===== src/rtl/core/mels_pkg.sv =====
package mels_pkg;

  // Prefix sums, run sums and the best result all live in 64-bit two's complement.
  localparam int unsigned SUM_W = 64;

  typedef logic signed [SUM_W-1:0] sum_t;

  localparam sum_t SUM_MAX = {1'b0, {(SUM_W-1){1'b1}}};
  localparam sum_t SUM_MIN = {1'b1, {(SUM_W-1){1'b0}}};

  // Depth of the delay line of earlier prefix sums.
  localparam int unsigned HIST_DEPTH = 4;

  // Element count saturates here; a run of four or more exists from the third old element on.
  localparam logic [2:0] COUNT_SAT = 3'd4;
  localparam logic [2:0] RUN_START = 3'd3;

  // Control bits that travel with an item from stage to stage.
  typedef struct packed {
    logic vld;
    logic last;
    logic use_cand;
  } stage_ctl_t;

endpackage


===== src/rtl/core/mels_prefix.sv =====
module mels_prefix #(
  parameter int unsigned VALUE_WIDTH = 32
) (
  input  logic                   clk,
  input  logic                   rst_n,
  input  logic                   adv,
  input  mels_pkg::stage_ctl_t   ctl_in,
  input  logic [VALUE_WIDTH-1:0] value,
  output mels_pkg::stage_ctl_t   ctl_r,
  output mels_pkg::sum_t         sum_r,
  output mels_pkg::sum_t         base_r
);

  mels_pkg::sum_t run_r;
  mels_pkg::sum_t hist_r [mels_pkg::HIST_DEPTH];
  mels_pkg::sum_t min_even_r;
  mels_pkg::sum_t min_odd_r;
  logic [2:0]     cnt_r;
  logic           par_r;

  mels_pkg::sum_t x_ext;
  mels_pkg::sum_t sum_nxt;
  mels_pkg::sum_t oldest;
  mels_pkg::sum_t min_even_nxt;
  mels_pkg::sum_t min_odd_nxt;
  mels_pkg::sum_t base_nxt;
  logic           run_start;
  logic [2:0]     cnt_nxt;

  assign x_ext     = mels_pkg::sum_t'({{(mels_pkg::SUM_W-VALUE_WIDTH){value[VALUE_WIDTH-1]}},
                                       value});
  assign sum_nxt   = run_r + x_ext;
  assign oldest    = hist_r[mels_pkg::HIST_DEPTH-1];
  assign run_start = (cnt_r >= mels_pkg::RUN_START);

  // A run ending at an even index must start at an even index, and likewise for odd.
  assign min_even_nxt = (oldest < min_even_r) ? oldest : min_even_r;
  assign min_odd_nxt  = (oldest < min_odd_r) ? oldest : min_odd_r;
  assign base_nxt     = par_r ? min_even_nxt : min_odd_nxt;
  assign cnt_nxt      = (cnt_r < mels_pkg::COUNT_SAT) ? cnt_r + 3'd1 : cnt_r;

  always_ff @(posedge clk) begin
    if (!rst_n) begin
      ctl_r      <= '0;
      run_r      <= '0;
      for (int i = 0; i < mels_pkg::HIST_DEPTH; i++) begin
        hist_r[i] <= '0;
      end
      min_even_r <= '0;
      min_odd_r  <= mels_pkg::SUM_MAX;
      cnt_r      <= '0;
      par_r      <= 1'b0;
    end else if (adv) begin
      ctl_r.vld      <= ctl_in.vld;
      ctl_r.last     <= ctl_in.last;
      ctl_r.use_cand <= ctl_in.vld & run_start;
      if (ctl_in.vld) begin
        if (ctl_in.last) begin
          // The sequence ends here; start the next one from the reset state.
          run_r      <= '0;
          for (int i = 0; i < mels_pkg::HIST_DEPTH; i++) begin
            hist_r[i] <= '0;
          end
          min_even_r <= '0;
          min_odd_r  <= mels_pkg::SUM_MAX;
          cnt_r      <= '0;
          par_r      <= 1'b0;
        end else begin
          run_r     <= sum_nxt;
          hist_r[0] <= sum_nxt;
          for (int i = 1; i < mels_pkg::HIST_DEPTH; i++) begin
            hist_r[i] <= hist_r[i-1];
          end
          if (run_start) begin
            if (par_r) begin
              min_even_r <= min_even_nxt;
            end else begin
              min_odd_r <= min_odd_nxt;
            end
          end
          cnt_r <= cnt_nxt;
          par_r <= ~par_r;
        end
      end
    end
  end

  always_ff @(posedge clk) begin
    if (adv && ctl_in.vld) begin
      sum_r  <= sum_nxt;
      base_r <= base_nxt;
    end
  end

endmodule


===== src/rtl/core/mels_best.sv =====
module mels_best (
  input  logic                 clk,
  input  logic                 rst_n,
  input  logic                 adv,
  input  mels_pkg::stage_ctl_t ctl,
  input  mels_pkg::sum_t       cand,
  input  logic                 out_stall,
  output logic                 out_valid,
  output mels_pkg::sum_t       out_best_sum,
  output logic                 out_found
);

  mels_pkg::sum_t best_r;
  logic           bvalid_r;
  logic           out_valid_r;
  mels_pkg::sum_t out_sum_r;
  logic           out_found_r;

  mels_pkg::sum_t best_nxt;
  logic           bvalid_nxt;
  logic           load;

  assign best_nxt   = (ctl.use_cand && (!bvalid_r || (best_r < cand))) ? cand : best_r;
  assign bvalid_nxt = bvalid_r | ctl.use_cand;
  assign load       = adv & ctl.vld & ctl.last;

  always_ff @(posedge clk) begin
    if (!rst_n) begin
      best_r      <= mels_pkg::SUM_MIN;
      bvalid_r    <= 1'b0;
      out_valid_r <= 1'b0;
    end else begin
      if (adv && ctl.vld) begin
        if (ctl.last) begin
          best_r   <= mels_pkg::SUM_MIN;
          bvalid_r <= 1'b0;
        end else begin
          best_r   <= best_nxt;
          bvalid_r <= bvalid_nxt;
        end
      end
      if (load) begin
        out_valid_r <= 1'b1;
      end else if (!out_stall) begin
        out_valid_r <= 1'b0;
      end
    end
  end

  always_ff @(posedge clk) begin
    if (load) begin
      out_sum_r   <= bvalid_nxt ? best_nxt : '0;
      out_found_r <= bvalid_nxt;
    end
  end

  assign out_valid    = out_valid_r;
  assign out_best_sum = out_sum_r;
  assign out_found    = out_found_r;

endmodule


===== src/rtl/core/max_even_length_subarray_sum.sv =====
// Channel  Dir  Ports                                       Request
// in       in   in_valid in_stall in_value in_last          one element of the sequence
// out      out  out_valid out_stall out_best_sum out_found  one result per sequence
//
// One request is taken in every cycle that the pipeline is not held; a result
// appears after the request marked last has passed the subtract stage.
// The pipeline is input register, prefix unit, subtract stage and best-sum unit
// with its output register; the 64-bit prefix add sets the cycle time.
// Reset is synchronous on rst_n and returns every stage to the start of a sequence.
// in_stall rises only while a finished result waits under out_stall and another
// result is about to reach the output register.
module max_even_length_subarray_sum #(
  parameter int unsigned VALUE_WIDTH = 32
) (
  input  logic                   clk,
  input  logic                   rst_n,
  input  logic                   in_valid,
  output logic                   in_stall,
  input  logic [VALUE_WIDTH-1:0] in_value,
  input  logic                   in_last,
  output logic                   out_valid,
  input  logic                   out_stall,
  output logic signed [63:0]     out_best_sum,
  output logic                   out_found
);

  // Stage 0: registered request.
  mels_pkg::stage_ctl_t   s0_ctl_r;
  logic [VALUE_WIDTH-1:0] s0_value_r;

  // Stage 1: new prefix sum and the smallest usable earlier prefix sum.
  mels_pkg::stage_ctl_t s1_ctl;
  mels_pkg::sum_t       s1_sum;
  mels_pkg::sum_t       s1_base;

  // Stage 2: candidate run sum.
  mels_pkg::stage_ctl_t s2_ctl_r;
  mels_pkg::sum_t       s2_cand_r;

  logic hold;
  logic adv;

  // The whole pipeline moves together. It stops only when a result is due to
  // enter the output register while the previous result is still refused.
  assign hold     = s2_ctl_r.vld & s2_ctl_r.last & out_valid & out_stall;
  assign adv      = ~hold;
  assign in_stall = hold;

  always_ff @(posedge clk) begin
    if (!rst_n) begin
      s0_ctl_r <= '0;
    end else if (adv) begin
      s0_ctl_r.vld      <= in_valid;
      s0_ctl_r.last     <= in_last;
      s0_ctl_r.use_cand <= 1'b0;
    end
  end

  always_ff @(posedge clk) begin
    if (adv && in_valid) begin
      s0_value_r <= in_value;
    end
  end

  mels_prefix #(
    .VALUE_WIDTH(VALUE_WIDTH)
  ) u_prefix (
    .clk    (clk),
    .rst_n  (rst_n),
    .adv    (adv),
    .ctl_in (s0_ctl_r),
    .value  (s0_value_r),
    .ctl_r  (s1_ctl),
    .sum_r  (s1_sum),
    .base_r (s1_base)
  );

  // The run sum is the new prefix sum less the smallest earlier prefix sum of
  // matching parity; it wraps modulo 2^64 like every other sum here.
  always_ff @(posedge clk) begin
    if (!rst_n) begin
      s2_ctl_r <= '0;
    end else if (adv) begin
      s2_ctl_r <= s1_ctl;
    end
  end

  always_ff @(posedge clk) begin
    if (adv && s1_ctl.vld) begin
      s2_cand_r <= s1_sum - s1_base;
    end
  end

  mels_best u_best (
    .clk          (clk),
    .rst_n        (rst_n),
    .adv          (adv),
    .ctl          (s2_ctl_r),
    .cand         (s2_cand_r),
    .out_stall    (out_stall),
    .out_valid    (out_valid),
    .out_best_sum (out_best_sum),
    .out_found    (out_found)
  );

endmodule


===== config.mk =====
export PLATFORM = sky130hd
export DESIGN_NAME = max_even_length_subarray_sum
export DESIGN_NICKNAME = d
export VERILOG_FILES = /design/src/rtl/core/mels_pkg.sv /design/src/rtl/core/mels_prefix.sv /design/src/rtl/core/mels_best.sv /design/src/rtl/core/max_even_length_subarray_sum.sv
export SDC_FILE = /design/constraint.sdc
export NUM_CORES = 2
export LEC_CHECK = 0
export ABC_AREA = 0
export BUFFER_PORTS_ARGS = -buffer_cell sky130_fd_sc_hd__buf_4
export CAP_MARGIN = 20
export CORE_ASPECT_RATIO = 0.8
export CORE_MARGIN = 2
export CORE_UTILIZATION = 65
export CTS_BUF_LIST = sky130_fd_sc_hd__clkbuf_16
export CTS_CLUSTER_SIZE = 10
export DETAILED_ROUTE_END_ITERATION = 6
export GPL_TIMING_DRIVEN = 0
export PLACE_DENSITY = 0.82
export SLEW_MARGIN = 10
export SYNTH_ARGS = -nofsm -noshare
export SYNTH_HDL_FRONTEND = slang
export SYNTH_HIERARCHICAL = 1
export SYNTH_SLANG_ARGS = --single-unit

===== constraint.sdc =====
create_clock -name clk -period 15 [get_ports clk]
set_input_delay 1.5 -clock clk [delete_from_list [all_inputs] [get_ports clk]]
set_output_delay 1.5 -clock clk [all_outputs]
set_load 0.01 [all_outputs]

# Word level (Yosys, flattened, before mapping)
# Memories as Yosys holds them, arrays and structs flattened.
# Index checks and enable logic that the tools add are counted.
# W data, S select, Z words.
[word_totals] romBits=0 mem_bits_rw=256 ff_bits=559 memories=1 latch_bits=0 out_inout_bits=67
[memory_table] name="u_prefix.hist_r" depth=4 width=64 read_ports=4 rd_clocked_by_memory_dff=0 wr=4 line_no="mels_prefix.sv:15" text="mels_pkg::sum_t hist_r [mels_pkg::HIST_DEPTH];"
[classes] mux=37 bitwise=17 eq_ne=2 reduce_logical=14 div=0 multipliers=0 shift=0 addsub=3 magnitude_cmp=5
[op_table] op="$mux W64" count=20
[op_table] op="$lt A64 B64 Y1" count=3
[op_table] op="$add A64 B32 Y64" count=1
[op_table] op="$sub A64 B64 Y64" count=1
[op_table] op="$mux W1" count=15
[op_table] op="$or A1 B1 Y1" count=9
[op_table] op="$reduce_and A4 Y1" count=2
[op_table] op="$and A1 B1 Y1" count=6
[op_table] op="$mux W3" count=2
[op_table] op="$reduce_bool A2 Y1" count=3
[op_table] op="$logic_and A1 B1 Y1" count=5
[op_table] op="$add A3 B1 Y3 const B" count=1
[op_table] op="$ge A3 B2 Y1 const B" count=1
[op_table] op="$lt A3 B3 Y1 const B" count=1
[op_table] op="$reduce_and A3 Y1" count=1
[op_table] op="$ne A2 B1 Y1 const B" count=1
[op_table] op="$ne A2 B2 Y1 const B" count=1
[op_table] op="$not A1 Y1" count=2
[op_table] op="$reduce_and A2 Y1" count=1
[op_table] op="$logic_not A1 Y1" count=1
[op_table] op="$logic_or A1 B1 Y1" count=1

# Logic depth before layout (Yosys ltp)
[depth] ltp_word=8 mapped_depth=14 ltp_nobuf=13

# By module
# The synthesis kept the hierarchy.
[modules_own_cells] mod="mels_prefix" seq_area_each_um2=14874.3 cells_per_inst=2615 instances=1 area_per_inst_um2=28858.9
[modules_own_cells] mod="mels_best" seq_area_each_um2=3273.1 cells_per_inst=763 instances=1 area_per_inst_um2=8242.9
[modules_own_cells] mod="max_even_length_subarray_sum" seq_area_each_um2=2982.9 cells_per_inst=737 instances=1 area_per_inst_um2=7029.2

# Worst setup path after synthesis
# Ideal clock, no wire load.
[synth_timing] kind="in2reg" startpoint="input port out_stall" endpoint="memory u_prefix/hist_r[1][54] in the netlist's numbering (data pin)" path_stages=5 slack_ns=8.713 arrival_time_ns=6.126 n_path_buf=1 setup_time_ns=0.161 path_cell_list="nand4_1 > nand2_1 > clkinv_1 > clkbuf_1 > and3_1"
[synth_rtl] item="from (decl)" line_no="max_even_length_subarray_sum.sv:22" text="input logic out_stall,"
[synth_rtl] item="to (decl)" line_no="mels_prefix.sv:15"

# Worst setup path in the final report
[layout_timing] startpoint="input port out_stall" endpoint="output port in_stall"
[layout_between] elab_chain_cells=1
[layout_rtl] item="$and A1 B1 Y1" line_no="max_even_length_subarray_sum.sv:45" text="assign hold = s2_ctl_r.vld & s2_ctl_r.last & out_valid & out_stall;"
[layout_rtl] item="to (decl)" line_no="max_even_length_subarray_sum.sv:18" text="output logic in_stall,"
# No other way between the ends.

==> results_dict.tcl <==
set metrics [dict create \
    grt_first_pass_wirelength_mm 168 \
    cts-root-buf "clkbuf_16" \
    tns_ns 0 \
    ctsLongestPathBuffers 3 \
    period_needed_ns 4.94 \
    path_clk_slew_ns 0.05 \
    hold_path.class "flip-flop to flip-flop" \
    max-cap-violations 0 \
    cts_setup_buffers 0 \
    globalRouteTotalUtil_pct 30.5 \
    drtIter0Drc 2898 \
    first_pass_iters 5 \
    viasPerCell 6.15 \
    post_drt_wl_per_cell_um 20.1 \
    hold_viol 0 \
    path_cells "buf_4, nand4_1, inv_1, buf_4" \
    clock_sinks 815 \
    cp_common_cell "buf_4" \
    fin_crit_sh_pct 32.9 \
    hold_end "u_prefix/run_r[12]$_SDFFE_PN0P_" \
    initial_core_util_pct 65.7 \
    cp.arrival_ns 3.44 \
    syn_avg_cell_area_sq_um 10.7 \
    max-vdd-ir-drop_uv 100 \
    synthesis.nets 4470 \
    worst-path-max-fanout 13 \
    cts.htree.levels 3 \
    fillers 4796 \
    power.density_nw_per_um2 110 \
    vias 32600 \
    gp_congestion 0.949 \
    finalClockSkew_ns 0.0523 \
    start_kind "input port" \
    grt_pass1_vias 30900 \
    ff2ff_setup_slack_ns 10.36 \
    drive_gt1_share_pct 8.94 \
    postRouteAntennaNets 0 \
    slowest_stage "nand4_1" \
    instances_no_fill 5309 \
    setup_viol_count_final 0 \
    globalRouteOverflowTotal 0 \
    r2r_cells 12 \
    die_h_um 237 \
    p_leak_uw 0.0208 \
    post-dp-hpwl_mm 79.5 \
    cts_tree "done" \
    report.power.total_uw 5370 \
    die_w_um 295 \
    outcome "complete, no violations" \
    worstMarginPinSlew_ns 1.07 \
    yosysWarnings 6 \
    dpl_cell_area_sq_um 46200 \
    grt_max_degree 69 \
    maxSlewHeadroom_pct 28.2 \
    critPathKind "input port to primary output" \
    placementRows 85 \
    cpLargestDelayFamily "buffers and inverters" \
    ios 104 \
    design_area_sq_um 49000 \
    slowest_delay_ns 0.82 \
    finalMaxSlewViolations 0 \
    worstReg2RegEnd "u_prefix/hist_r[0][63]$_SDFFCE_PN0P_" \
    place_inst 5136 \
    die_area_sq_um 70000 \
    min_path_cells 1 \
    area.growth.synth_to_final_pct 11.0 \
    drc 0 \
    r2r_start "s0_value_r[31]$_DFFE_PP_" \
    post_cts_resized 0 \
    path_buf_inv 3 \
    end_kind "primary output" \
    hp-start "u_prefix/run_r[12]$_SDFFE_PN0P_" \
    cp.required_ns 13.50 \
    cts_buffers 93 \
    rsz0062_at_grt "no" \
    fin_nets 4674 \
    wl_mm 107 \
    place_ws_ns 9.74 \
    clock.fmax_ghz 0.203 \
    ctsHoldBuffers 0 \
    portBuffers 103 \
    antenna_found_initial 1 \
    coreArea_sq_um 67200 \
    syn_area_sq_um 44100 \
    insertion_delay_ns 0.68 \
    final.setup.worst_slack_ns 10.06 \
    synth_cells 4114 \
]
-- registers in the layout, indices dropped and copies added, names as in the netlist --
signal and flops:
s2_ctl_r 3, u_prefix/ctl_r 3, u_prefix/hist_r 256, u_prefix/sum_r 64
u_prefix/par_r 1, u_best/out_valid 1, s0_value_r 32, s2_cand_r 64
u_prefix/base_r 64, u_best/bvalid_r 1, u_prefix/min_even_r 64, u_prefix/min_odd_r 64
u_prefix/run_r 64, u_prefix/cnt_r 3, s0_ctl_r 2, u_best/best_r 64
u_best/out_found 1, u_best/out_best_sum 64
-- per-stage QoR --
step	utilization [%]	hold WS (ns)
detailed placement	68.7	0.448
global placement	68.5	0.437
global route	72.9	0.475
CTS	72.9	0.461
finish	72.9	0.456
floorplan	-	0.429
-- worst max path at each step --
stage,to,depth (start not counted),start,slack (ns)
floorplan,u_prefix/hist_r[1][54]$_SDFFCE_PN0P_,5,out_stall,8.71
global placement,u_prefix/hist_r[1][59]$_SDFFCE_PN0P_,6,out_stall,6.41
detailed placement,u_prefix/hist_r[3][5]$_SDFFCE_PN0P_,8,out_stall,9.74
CTS,in_stall,4,out_stall,10.27
global route,in_stall,4,out_stall,10.20
finish,in_stall,4,out_stall,10.06
-- worst reg2reg max path, delay by kind of cell, from the launching register on --
family	cells	cell delay [ns]
AO/OA/AOI/OAI	3	1.25
XOR/XNOR	1	0.16
adder cells (fa/ha/maj)	1	0.45
buffers and inverters	1	0.31
flip-flops	1	0.73
AND/OR/NAND/NOR	6	1.57
-- layer usage --
metal  up-vias  track usage (%)  share of wire [%]
met5         -                0                  0
met4         0             11.9                3.9
met3       226             4.30                6.7
met2      1140             45.4                 43
met1     15400             45.0                 47
li1      15800                -                  -
-- layout make-up --
cell class	instances	area (sq um)	area share, %
sequential	815	21100	43.1
multi-input combinational	2733	20600	42.1
clock buffer	95	2380	4.85
buffer	259	1210	2.48
inverter	307	1160	2.36
tap	913	1140	2.33
timing repair buffer	109	896	1.83
clock inverter	77	433	0.884
antenna	1	2.50	0.00511
-- cell usage in the layout (no fill, tap or decap), types with 10 or more instances in the layout --
master / count
and2_1: 65
a22o_1: 78
buf_2: 32
edfxtp_1: 481
and3_1: 143
o22a_1: 63
nor2_1: 101
nand3b_1: 67
clkbuf_16: 95
o221ai_2: 60
nor3b_1: 135
clkbuf_1: 175
or3_1: 10
inv_1: 368
a21oi_1: 409
xor2_1: 44
a32o_1: 64
xnor2_1: 72
o21a_1: 17
ha_1: 317
a21boi_0: 11
a21o_1: 163
o21bai_1: 29
dfxtp_1: 334
nor3_1: 33
nand4_1: 68
a31oi_1: 75
buf_6: 19
nand2_1: 159
o21ai_0: 109
nand2b_1: 18
a211oi_1: 11
buf_1: 17
mux2i_1: 132
buf_4: 118
nand3_1: 35
nor4_1: 11
nor2b_1: 81
-- where the power goes --
| part | internal (uW) | switching, uW |
|---|---|---|
| Combinational | 272 | 467 |
| Clock | 1150 | 897 |
| Sequential | 2500 | 81.7 |
No activity file was read; power rests on OpenSTA's default activity.
